File: src/rtl/nct_pkg.sv
// Package: shared widths, result codes and controller/datapath link types.
`timescale 1ns / 1ps
`default_nettype none
package nct_pkg;

    localparam int NCT_DEPTH     = 256;
    localparam int NCT_PORT_BITS = 4;

    localparam int PORT_W   = 4;
    localparam int ADDR_W   = 64;
    localparam int V4_W     = 32;
    localparam int MAC_W    = 48;
    localparam int STATUS_W = 3;
    localparam int SLOT_W   = 8;

    typedef logic [STATUS_W-1:0] t_status;

    localparam t_status ST_HIT      = 3'd0;
    localparam t_status ST_MISS     = 3'd1;
    localparam t_status ST_UPDATED  = 3'd2;
    localparam t_status ST_INSERTED = 3'd3;
    localparam t_status ST_FULL     = 3'd4;

    localparam logic OP_LOOKUP = 1'b0;
    localparam logic OP_LEARN  = 1'b1;

    typedef struct packed {
        logic start;
        logic read;
        logic clear_wr;
        logic commit;
    } t_ctl_cmd;

    typedef struct packed {
        logic addr_last;
        logic out_busy;
    } t_ctl_sts;

endpackage
`default_nettype wire

File: src/rtl/nct_ctrl.sv
// Controller: sequences the clearing pass, table scan and commit of each item.
`timescale 1ns / 1ps
`default_nettype none
module nct_ctrl import nct_pkg::*; (
    input  wire           i_clk,
    input  wire           i_rst_n,
    input  wire           i_in_valid,
    output logic          o_in_ready,
    input  wire t_ctl_sts i_sts,
    output t_ctl_cmd      o_cmd
);

    localparam logic [2:0] S_CLEAR = 3'd0;
    localparam logic [2:0] S_IDLE  = 3'd1;
    localparam logic [2:0] S_SCAN  = 3'd2;
    localparam logic [2:0] S_DRAIN = 3'd3;
    localparam logic [2:0] S_DONE  = 3'd4;

    logic [2:0] r_state;
    logic [2:0] n_state;

    always_comb begin
        n_state    = r_state;
        o_cmd      = '0;
        o_in_ready = 1'b0;
        unique case (r_state)
            S_CLEAR: begin
                o_cmd.clear_wr = 1'b1;
                if (i_sts.addr_last) begin
                    n_state = S_IDLE;
                end
            end
            S_IDLE: begin
                o_in_ready = 1'b1;
                if (i_in_valid) begin
                    o_cmd.start = 1'b1;
                    n_state     = S_SCAN;
                end
            end
            S_SCAN: begin
                o_cmd.read = 1'b1;
                if (i_sts.addr_last) begin
                    n_state = S_DRAIN;
                end
            end
            S_DRAIN: begin
                n_state = S_DONE;
            end
            S_DONE: begin
                if (!i_sts.out_busy) begin
                    o_cmd.commit = 1'b1;
                    n_state      = S_IDLE;
                end
            end
            default: begin
                n_state = S_IDLE;
            end
        endcase
    end

    always_ff @(posedge i_clk) begin
        if (!i_rst_n) begin
            r_state <= S_CLEAR;
        end else begin
            r_state <= n_state;
        end
    end

endmodule
`default_nettype wire

File: config.mk
export PLATFORM = sky130hd
export DESIGN_NAME = nct_ctrl
export DESIGN_NICKNAME = d
export VERILOG_FILES = /design/src/rtl/nct_pkg.sv /design/src/rtl/nct_ctrl.sv
export SDC_FILE = /design/constraint.sdc
export NUM_CORES = 1
export LEC_CHECK = 0
export ABC_AREA = 1
export BUFFER_PORTS_ARGS = -buffer_cell sky130_fd_sc_hd__buf_2
export CORE_AREA = 2 2 39 41
export CTS_CLUSTER_SIZE = 8
export DETAILED_ROUTE_END_ITERATION = 16
export DIE_AREA = 0 0 41 43
export GPL_TIMING_DRIVEN = 0
export PLACE_DENSITY = 0.44
export SKIP_CTS_REPAIR_TIMING = 1
export SLEW_MARGIN = 20
export SYNTH_ARGS = -nofsm -noshare
export SYNTH_HDL_FRONTEND = slang
export SYNTH_SLANG_ARGS = --single-unit
File: constraint.sdc
create_clock -name i_clk -period 1.4 [get_ports i_clk]
set_input_delay 0.42 -clock i_clk [delete_from_list [all_inputs] [get_ports i_clk]]
set_output_delay 0.42 -clock i_clk [all_outputs]
set_load 0.02 [all_outputs]
== Yosys cells after proc, flatten, opt, wreduce, memory -nomap -nowiden ==
Index checks and enable logic that the tools add are counted.

* Reductions and logical operators: 2
* Equal/unequal tests: 8
* Muxes and demuxes: 12

{| class="wikitable"
|+ Operator list
! operator !! number
|-
| one-hot mux 3 bit (5 select lines) || 1
|-
| two-way mux 3 bit || 4
|-
| != test 2 bit (second input constant) || 4
|-
| two-way mux 1 bit || 7
|-
| == test 3 x 2 -> 1 bit (second input constant) || 2
|-
| AND reduction 4 bit || 1
|-
| == test 3 x 1 -> 1 bit (second input constant) || 1
|-
| == test 3 bit (second input constant) || 1
|-
| logical NOT 3 bit || 1
|}

* Input port bits: 5
* Flip-flop bits (word level): 3
* Word-level logic and storage cells: 23

== Logic depth before layout (Yosys ltp) ==
Gate-level depths: netlist of run 1.

* Depth in word-level cells: 3
* Depth in mapped cells: 7
* Mapped depth without buffers: 6

== Worst setup path before layout of run 1 ==
Ideal clock, no wire load.

* Path kind: register -> output
* From: register r_state[0]
* To: output port o_cmd[0] (netlist bit)
* Setup slack: 2 ps
* Path buffers: 1
* Arrival time: 978 ps
* Cell stages (with the launch flop): 5
* Cells stage by stage: dfxtp_1 > buf_6 > inv_2 > nand2_2 > nor3_1

{| class="wikitable"
|+ RTL lines
! element !! RTL line !! RTL
|-
| from (decl) || nct_ctrl.sv:19 || <nowiki>logic [2:0] r_state;</nowiki>
|-
| from (signal assigned) || nct_ctrl.sv:65 || <nowiki>r_state <= n_state;</nowiki>
|-
| to (decl) || nct_ctrl.sv:10 || <nowiki>output t_ctl_cmd o_cmd</nowiki>
|}

==> key figures, run 1 <==
Run status
  – Status: finished with violations
  – Failing checks: setup timing

Synthesis
  – Mapped Area: 221.5 um^2
  – Simple-gate share of the synthesized area: 50.85%
  – Synth top area cells: dfxtp_1 (27%), nand3_1 (9.0%), inv_1 (6.8%)
  – Post-synth top cells: inv_1 (4), nand2_1 (4), nand3_1 (4), nor2_1 (4)
  – Area leader, netlist: dfxtp_1
  – Largest family of logic cells by synthesized area: simple AND/OR/NAND/NOR gates
  – Syn Inst Count: 34
  – Seq/Total Area, Yosys: 27.12%
  – Adder-Cell Fraction of Synth Area: 0%
  – Syn_area_per_cell: 6.514 um^2
  – Syn Nets: 39
  – Commonest register cell after synthesis: dfxtp_1
  – Syn. warnings: 0
  – Yosys top cell area share: 27.12%
  – Yosys reg bits: 3
  – Synth Area in Compound Gates: 5.085%
  – XOR/XNOR Fraction of Synth Area: 0%
  – EDFF count, synth: 0
  – Synth cell types: 15
  – Mux cell area share after synthesis: 0%
  – Async SR Flop Fraction: 0%

Layout
  – Largest register by flop count: r_state
  – Antenna diode count: 0
  – Multi-input gate area: 146.4 um^2
  – Register area: 66.31 um^2
  – Largest regs: r_state: 3 flops
  – Largest register FFs: 3
  – Fillers: 149
  – Layout cell share with drive strength beyond 1: 61.22%
  – Area growth, synth to finish: 73.45%
  – Final net count: 55

Detailed routing
  – Initial DRC count: 5
  – Top sig layer: met3
  – WL met1: 232 um
  – Routed wire length: 517 um
  – Antenna Nets Post-Route: 0
  – Met3 WL: 48 um
  – Drt drc: 0
  – Pre-Repair DR Iteration Count: 2
  – Met2 wire length: 236 um
  – Wire per inst: 7.954 um
  – Total number of vias: 255
  – Vias per inst: 3.923

Critical path
  – Worst EP arrival: 1.03 ns
  – WP data required: 0.98 ns
  – Crit-path cells: buf_6, inv_4, nand2_4, nor3_2, buf_4
  – Critical Path Start Type: flop
  – Cell family with the largest share of critical-path delay: buffers and inverters
  – Critical Path Sink Type: output pin
  – WP buf/inv: 3
  – Kind of critical path: flop to output pin
  – CP max stage cell: dfxtp_2
  – CP max stage delay: 0.30 ns
  – Crit Path Max Fanout: 8

Power and ir drop
  – Power per cell area: 1223 nW/um^2
  – Leakage: 0.1879 nW
  – Max rail drop VDD: 0.0006645 V

Floorplanning
  – Total die area: 1763 um^2
  – Starting density of the core: 16.00%
  – Die Width: 41 um
  – Core area: 1384 um^2
  – Num rows: 14
  – IO Count: 10
  – Chip Height: 43 um

Timing
  – Skew final: 0.0005813 ns
  – Fin worst setup slack: -0.05242 ns
  – Fin. max-slew vios: 0
  – FMAX: 688.5 MHz
  – Worst slew pin tran: 0.1442 ns
  – Unrepaired setup endpoints after global routing: true
  – Final worst path period need: 1.452 ns
  – Max transition margin: 90.31%
  – Setup violators final: 4
  – Setup tns final: -0.1374 ns
  – Fin crit share: 103.7%
  – Fin. Hold Viols: 0

Clocking
  – H-tree levels: 1
  – Root buf cell: clkbuf_4
  – Clock insertion delay at the later pin of the skew report: 0.23 ns
  – Clk sinks: 3
  – Clk buf depth: 2
  – CTS tree: done
  – Cts bufs inserted: 3
  – Clock transition at path regs: 0.04 ns

GRT
  – Initial antenna violation count: 0
  – Number of global-route vias before repair: 209
  – Pin count of the biggest net entering global routing: 9
  – Remaining global-route overflow: 0
  – First-pass GRT wire length: 772 um
  – Total GRT Usage: 6.713%

Min path
  – Hold Path Class: input port to flop

Flow run
  – Max-Cap Viols: 0

Placed design
  – Final GP Congestion: 0.7085
  – Detailed Place HPWL: 368.7 um
  – Place WS: 0.1167 ns
  – Port Buffer Count: 9
==> tightest hold or removal path: stages <==
cell	delay (ns)
buf_2	0.11
nand2_1	0.07
nor2_2	0.03
==> routing by layer <==
metal / vias up / GRT usage, %
li1: 143 / -
met1: 106 / 7.668
met2: 6 / 8.750
met3: 0 / 7.853
met4: 0 / 0
met5: - / 0
==> cell families after synthesis <==
logic type	Yosys count
buffers and inverters	8
AO/OA/AOI/OAI	2
AND/OR/NAND/NOR	21
flip-flops	3
==> final timing paths <==
path	slack (ns)	cells after the start	to	startpoint
max	-0.05	5	o_cmd[0]	r_state[0]$_SDFFE_PN0P_
min	0.43	3	r_state[1]$_SDFFE_PN0P_	i_rst_n
max reg2reg	0.30	8	r_state[1]$_SDFFE_PN0P_	r_state[0]$_SDFFE_PN0P_
min reg2reg	0.52	2	r_state[2]$_SDFFE_PN0P_	r_state[1]$_SDFFE_PN0P_
==> cell type report <==
class,instances,share of cell area [%]
Inverter,7,9.446
Clock buffer,4,6.840
Timing Repair Buffer,11,20.20
Multi-Input combinational cell,23,38.11
Tap cell,16,5.212
Sequential cell,3,17.26
Buffer,1,2.932
==> per-stage QoR <==
| step | power, mW | hold slack (ns) | utilization [%] | cell area, um^2 | std cells |
|---|---|---|---|---|---|
| finish | 0.4699 | 0.4334 | 27.76 | 384.1 | 65 |
| global route | 0.5087 | 0.4275 | 27.76 | 384.1 | 65 |
| CTS | 0.4215 | 0.4344 | 22.60 | 312.8 | 63 |
| detailed placement | 0.2608 | 0.5370 | 20.71 | 286.5 | 59 |
| global placement | 0.2628 | 0.5385 | 20.71 | 286.5 | 59 |
| floorplan | 0.2231 | 0.5055 | - | 221.5 | 34 |
==> cells in the final DEF, fill, tap and decap left out <==
cell type	count
nand3b_2	1
nor2_1	3
nand2_4	1
clkbuf_4	3
buf_2	5
inv_4	2
a31oi_1	1
nand2_1	4
nand3_1	3
clkbuf_1	1
dfxtp_2	2
buf_6	3
nor3_2	1
nand4_1	2
nor3_1	1
nor2_2	2
nor2_4	1
inv_1	3
a21oi_1	1
inv_2	1
dfxtp_4	1
nand3_2	2
buf_4	4
inv_6	1
==> power breakdown <==
group	internal [mW]	total [mW]	switching, mW
Sequential	0.0981	0.112	0.0143
Clock	0.107	0.152	0.0450
Combinational	0.0950	0.206	0.111
No activity file was read; power rests on OpenSTA's default activity.
==> inputs of run 2 (changes only) <==
- CTS_BUF_LIST: not set -> sky130_fd_sc_hd__clkbuf_16
==> run 2 against run 1 <==
- the flow still finishes with violations (setup timing)
- routed wire length up 0.97%
- final cell count did not move
- clock power rose to 2.9 times the previous value
- sequential share of layout area shrank 2.2 points
- non-clock buffer count stayed put
- global-route usage stayed put
==> key figures, run 2 (synthesis results as in run 1) <==
Run status
  – Status: finished with violations
  – Failing checks: setup timing

Critical path
  – R2r worst-path depth: 8
  – R2R setup slack: 0.31 ns
  – CP max stage cell: dfxtp_1
  – FF-to-FF End: r_state[1]$_SDFFE_PN0P_
  – Reg2reg start: r_state[0]$_SDFFE_PN0P_
  – Kind of critical path: flop to output pin
  – WP data required: 0.98 ns
  – Crit-path cells: buf_6, inv_4, nand2_4, nor3_2, buf_4
  – Worst EP arrival: 1.01 ns
  – Critical Path Start Type: flop
  – Cell family with the largest share of critical-path delay: buffers and inverters
  – Critical Path Sink Type: output pin
  – CP max stage delay: 0.29 ns
  – Crit Path Max Fanout: 8
  – WP buf/inv: 3

Floorplanning
  – Die Width: 41 um
  – IO Count: 10
  – Num rows: 14
  – Chip Height: 43 um
  – Starting density of the core: 16.00%
  – Total die area: 1763 um^2
  – Core area: 1384 um^2

Timing
  – Fin worst setup slack: -0.03279 ns
  – Setup tns final: -0.07076 ns
  – Min Hold Slack: 0.4469 ns
  – Worst slew pin tran: 0.1442 ns
  – Fin. Hold Viols: 0
  – Max transition margin: 90.31%
  – Skew final: 0.002579 ns
  – Fin crit share: 102.3%
  – Unrepaired setup endpoints after global routing: true
  – Fin. max-slew vios: 0
  – FMAX: 697.9 MHz
  – Final worst path period need: 1.433 ns
  – Setup violators final: 3

GRT
  – Remaining global-route overflow: 0
  – Initial antenna violation count: 0
  – Number of global-route vias before repair: 208
  – Pin count of the biggest net entering global routing: 9
  – First-pass GRT wire length: 765 um
  – Total GRT Usage: 6.713%

Clocking
  – Cts bufs inserted: 3
  – Clk buf depth: 2
  – CTS tree: done
  – Clock transition at path regs: 0.03 ns
  – Root buf cell: clkbuf_16
  – H-tree levels: 1
  – Clock insertion delay at the later pin of the skew report: 0.22 ns
  – Clk sinks: 3

Layout
  – Antenna diode count: 0
  – Largest regs: r_state: 3 flops
  – Fillers: 149
  – Commonest cells after routing, fill and taps aside: inv_1 (5), buf_2 (5), buf_4 (5)
  – Area growth, synth to finish: 94.92%
  – Largest register FFs: 3
  – Largest register by flop count: r_state
  – Layout cell share with drive strength beyond 1: 57.14%
  – Fin util: 31.19%
  – Final net count: 55

Flow run
  – Max-Cap Viols: 0

Min path
  – Hold path endpoint: r_state[1]$_SDFFE_PN0P_
  – Hold-critical path depth: 3
  – Hold Path Class: input port to flop
  – Hold path startpoint: i_rst_n

Power and ir drop
  – Leakage: 0.2160 nW
  – Max rail drop VDD: 0.001188 V
  – Power per cell area: 1742 nW/um^2
  – Final Power: 751.9 uW

Detailed routing
  – Vias per inst: 3.954
  – Total number of vias: 257
  – Initial DRC count: 2
  – Pre-Repair DR Iteration Count: 4
  – Antenna Nets Post-Route: 0
  – Wire per inst: 8.031 um
  – Drt drc: 0
  – Routed wire length: 522 um

Placed design
  – Detailed Place HPWL: 368.7 um
  – Port Buffer Count: 9
  – Final GP Congestion: 0.7085
## run 2: cell types whose count changed in the layout (fill, tap and decap cells not counted), sizes merged
cell    previous run  this run
clkbuf             4         3
inv                7         8
## run 2: report_power, final
group          internal, mW  switching, mW
sequential           0.0975         0.0143
combinational        0.0919          0.109
clock                 0.368         0.0713
## run 2: worst max-delay path by stage
| stage | slack (ns) | to | start | depth (start not counted) |
|---|---|---|---|---|
| finish | -0.03 | o_cmd[0] | r_state[0]$_SDFFE_PN0P_ | 5 |
| global route | -0.08 | o_cmd[3] | r_state[0]$_SDFFE_PN0P_ | 4 |
| CTS | -0.09 | o_cmd[0] | r_state[2]$_SDFFE_PN0P_ | 3 |
| detailed placement | 0.12 | o_cmd[0] | i_sts[0] | 3 |
| global placement | 0.12 | o_cmd[0] | i_sts[0] | 3 |
| floorplan | 0.002 | o_cmd[0] | r_state[0]$_SDFFE_PN0P_ | 4 |
## run 2: cell type report
| type | count | area (um^2) | share of cell area, % |
|---|---|---|---|
| Clock inverter | 1 | 3.754 | 0.8696 |
| Inverter | 7 | 36.28 | 8.406 |
| Buffer | 1 | 11.26 | 2.609 |
| Clock buffer | 3 | 75.07 | 17.39 |
| Tap cell | 16 | 20.02 | 4.638 |
| Multi-Input combinational cell | 23 | 146.4 | 33.91 |
| Timing Repair Buffer | 11 | 73.82 | 17.10 |
| Sequential cell | 3 | 65.06 | 15.07 |
## run 2: per-layer routing
metal | vias up | track usage [%] | wire (um) | share of wire, %
li1 | 143 | - | - | -
met1 | 108 | 7.668 | 234 | 45
met2 | 6 | 8.750 | 239 | 46
met3 | 0 | 7.853 | 48 | 9.2
met4 | 0 | 0 | 0 | 0
met5 | - | 0 | 0 | 0
## run 2: tightest hold or removal path: stages
cell	delay, ns
buf_2	0.11
nand2_1	0.07
nor2_2	0.03
## run 2: stage by stage
stage	cells	cell area (um^2)	setup slack, ns
CTS	63	365.4	-0.09320
finish	65	431.7	-0.03279
detailed placement	59	286.5	0.1167
floorplan	34	221.5	0.001573
global route	65	431.7	-0.07737
global placement	59	286.5	0.1225
==> inputs of run 3 (changes only) <==
--- a/constraint.sdc
+++ b/constraint.sdc
@@ -3,2 +3,2 @@
 set_output_delay 0.42 -clock i_clk [all_outputs]
-set_load 0.02 [all_outputs]
+set_load 0.05 [all_outputs]
==> run 3 against run 2 <==
- the flow still finishes with violations (setup timing)
- worst hold slack worse by 0.0034 ns
- via count up 6.2%
- sequential cell count is the same
- worst setup slack worse by 0.036 ns
- die area stayed put
- critical endpoint unchanged
==> key figures, run 3 (synthesis results as in run 1) <==
Run status
  – Status: finished with violations
  – Failing checks: setup timing

Clocking
  – Cts bufs inserted: 3
  – Clock transition at path regs: 0.03 ns
  – Clk buf depth: 2
  – CTS tree: done
  – Clk sinks: 3
  – Root buf cell: clkbuf_16
  – H-tree levels: 1
  – Clock insertion delay at the later pin of the skew report: 0.22 ns

GRT
  – Remaining global-route overflow: 0
  – Pin count of the biggest net entering global routing: 9
  – M1 GR Usage: 8.360%
  – First-pass GRT wire length: 828 um
  – Total GRT Usage: 7.129%
  – Met3 usage: 1.571%
  – Number of global-route vias before repair: 220
  – GRT Max-Usage Layer: met2
  – GR Util met2: 9.375%
  – Initial antenna violation count: 0

Floorplanning
  – Num rows: 14
  – Core area: 1384 um^2
  – Chip Height: 43 um
  – Total die area: 1763 um^2
  – Die Width: 41 um
  – IO Count: 10
  – Starting density of the core: 16.00%

Critical path
  – WP data required: 0.98 ns
  – FF-to-FF End: r_state[1]$_SDFFE_PN0P_
  – Critical Path Start Type: flop
  – Crit Path Max Fanout: 7
  – Critical path's most frequent cell: buf_6
  – Worst EP arrival: 1.05 ns
  – CP max stage delay: 0.30 ns
  – Cell family with the largest share of critical-path delay: buffers and inverters
  – Crit-path cells: buf_6, inv_4, nand2_4, nor3_4, buf_6
  – Kind of critical path: flop to output pin
  – Reg2reg start: r_state[0]$_SDFFE_PN0P_
  – R2r worst-path depth: 8
  – CP max stage cell: dfxtp_1
  – R2R setup slack: 0.29 ns
  – Critical Path Sink Type: output pin
  – WP buf/inv: 3

Layout
  – Largest register by flop count: r_state
  – Largest register FFs: 3
  – Commonest cells after routing, fill and taps aside: buf_6 (5), buf_4 (5), inv_1 (4), nand2_1 (4), buf_2 (4)
  – Final net count: 58
  – Layout cell share with drive strength beyond 1: 65.38%
  – Area growth, synth to finish: 122.0%
  – Largest regs: r_state: 3 flops
  – Fin util: 35.53%
  – Antenna diode count: 0
  – Fin cells: 68

Timing
  – FMAX: 680.7 MHz
  – Fin crit share: 104.9%
  – Setup violators final: 4
  – Unrepaired setup endpoints after global routing: true
  – Final worst path period need: 1.469 ns
  – Fin. max-slew vios: 0
  – Max transition margin: 90.13%
  – Fin worst setup slack: -0.06900 ns
  – Setup tns final: -0.1470 ns
  – Skew final: 0.00004159 ns
  – Min Hold Slack: 0.4435 ns
  – Fin. Hold Viols: 0
  – Worst slew pin tran: 0.1473 ns

Detailed routing
  – Pre-Repair DR Iteration Count: 4
  – Vias per inst: 4.015
  – Initial DRC count: 1
  – Total number of vias: 273
  – Drt drc: 0
  – Routed wire length: 541 um
  – Antenna Nets Post-Route: 0
  – Wire per inst: 7.956 um

Placed design
  – Place WS: -0.03734 ns
  – Final GP Congestion: 0.6305
  – Port Buffer Count: 9
  – Total placed cells including tap cells: 59
  – Detailed Place HPWL: 392 um

Min path
  – Hold path startpoint: i_rst_n
  – Hold Path Class: input port to flop
  – Hold path endpoint: r_state[1]$_SDFFE_PN0P_
  – Hold-critical path depth: 3

Power and ir drop
  – Switching Fraction: 30.40%
  – Max rail drop VDD: 0.0006937 V
  – Power share of the combinational group: 34.3%
  – Sequential share of power: 13.3%
  – Leakage: 0.2383 nW
  – Sw power: 254.4 uW
  – Power per cell area: 1702 nW/um^2
  – Clock share of power: 52.4%
  – P_int: 582.4 uW

Flow run
  – Max-Cap Viols: 0
[run 3: power by group through the flow]
| stage | clock network [mW] | registers [mW] | logic [mW] |
|---|---|---|---|
| final | 0.438 | 0.111 | 0.287 |
| after global routing | 0.455 | 0.113 | 0.309 |
| after CTS | 0.447 | 0.107 | 0.210 |
| after detailed placement | 0 | 0.108 | 0.210 |
| after global placement | 0 | 0.109 | 0.210 |
| after floorplan | 0 | 0.107 | 0.173 |
[run 3: area by class of cell]
| type | count | area, um^2 |
|---|---|---|
| flip-flops and latches | 3 | 62.56 |
| fillers | 152 | 892.1 |
| inverters | 7 | 33.78 |
| plain buffers | 1 | 11.26 |
| clock inverters | 1 | 3.754 |
| multi-input cells | 23 | 167.7 |
| well taps | 16 | 20.02 |
| clock buffers | 3 | 75.07 |
| repair buffers | 14 | 117.6 |
[run 3: worst register-to-register path, stage by stage (launching register included)]
cell and delay (ns):
dfxtp_1 0.30, buf_6 0.13, buf_4 0.13, nor2_2 0.10, nand3_2 0.10, nand3_1 0.10
nand2_1 0.05, inv_1 0.06, nor2_2 0.04
[run 3: metrics by stage]
stage,instance area (um^2),total power [mW]
after floorplan,241.5,0.2798
after global placement,306.5,0.3187
after detailed placement,306.5,0.3181
after CTS,385.4,0.7647
after global routing,491.7,0.8775
final,491.7,0.8368
[run 3: worst max-delay path by stage]
stage | from | to | slack (ns) | cells past startpoint
floorplan | r_state[2]$_SDFFE_PN0P_ | o_cmd[0] | -0.19 | 2
global placement | r_state[2]$_SDFFE_PN0P_ | o_cmd[3] | -0.04 | 4
detailed placement | r_state[2]$_SDFFE_PN0P_ | o_cmd[3] | -0.04 | 4
CTS | r_state[2]$_SDFFE_PN0P_ | o_cmd[3] | -0.28 | 4
global route | r_state[0]$_SDFFE_PN0P_ | o_cmd[0] | -0.1 | 5
finish | r_state[0]$_SDFFE_PN0P_ | o_cmd[0] | -0.07 | 5
[run 3: routing by layer]
| layer | share of wire (%) | up-vias |
|---|---|---|
| met3 | 4.6 | 0 |
| met5 | 0 | - |
| met2 | 55 | 6 |
| li1 | - | 147 |
| met4 | 0 | 0 |
| met1 | 40 | 120 |
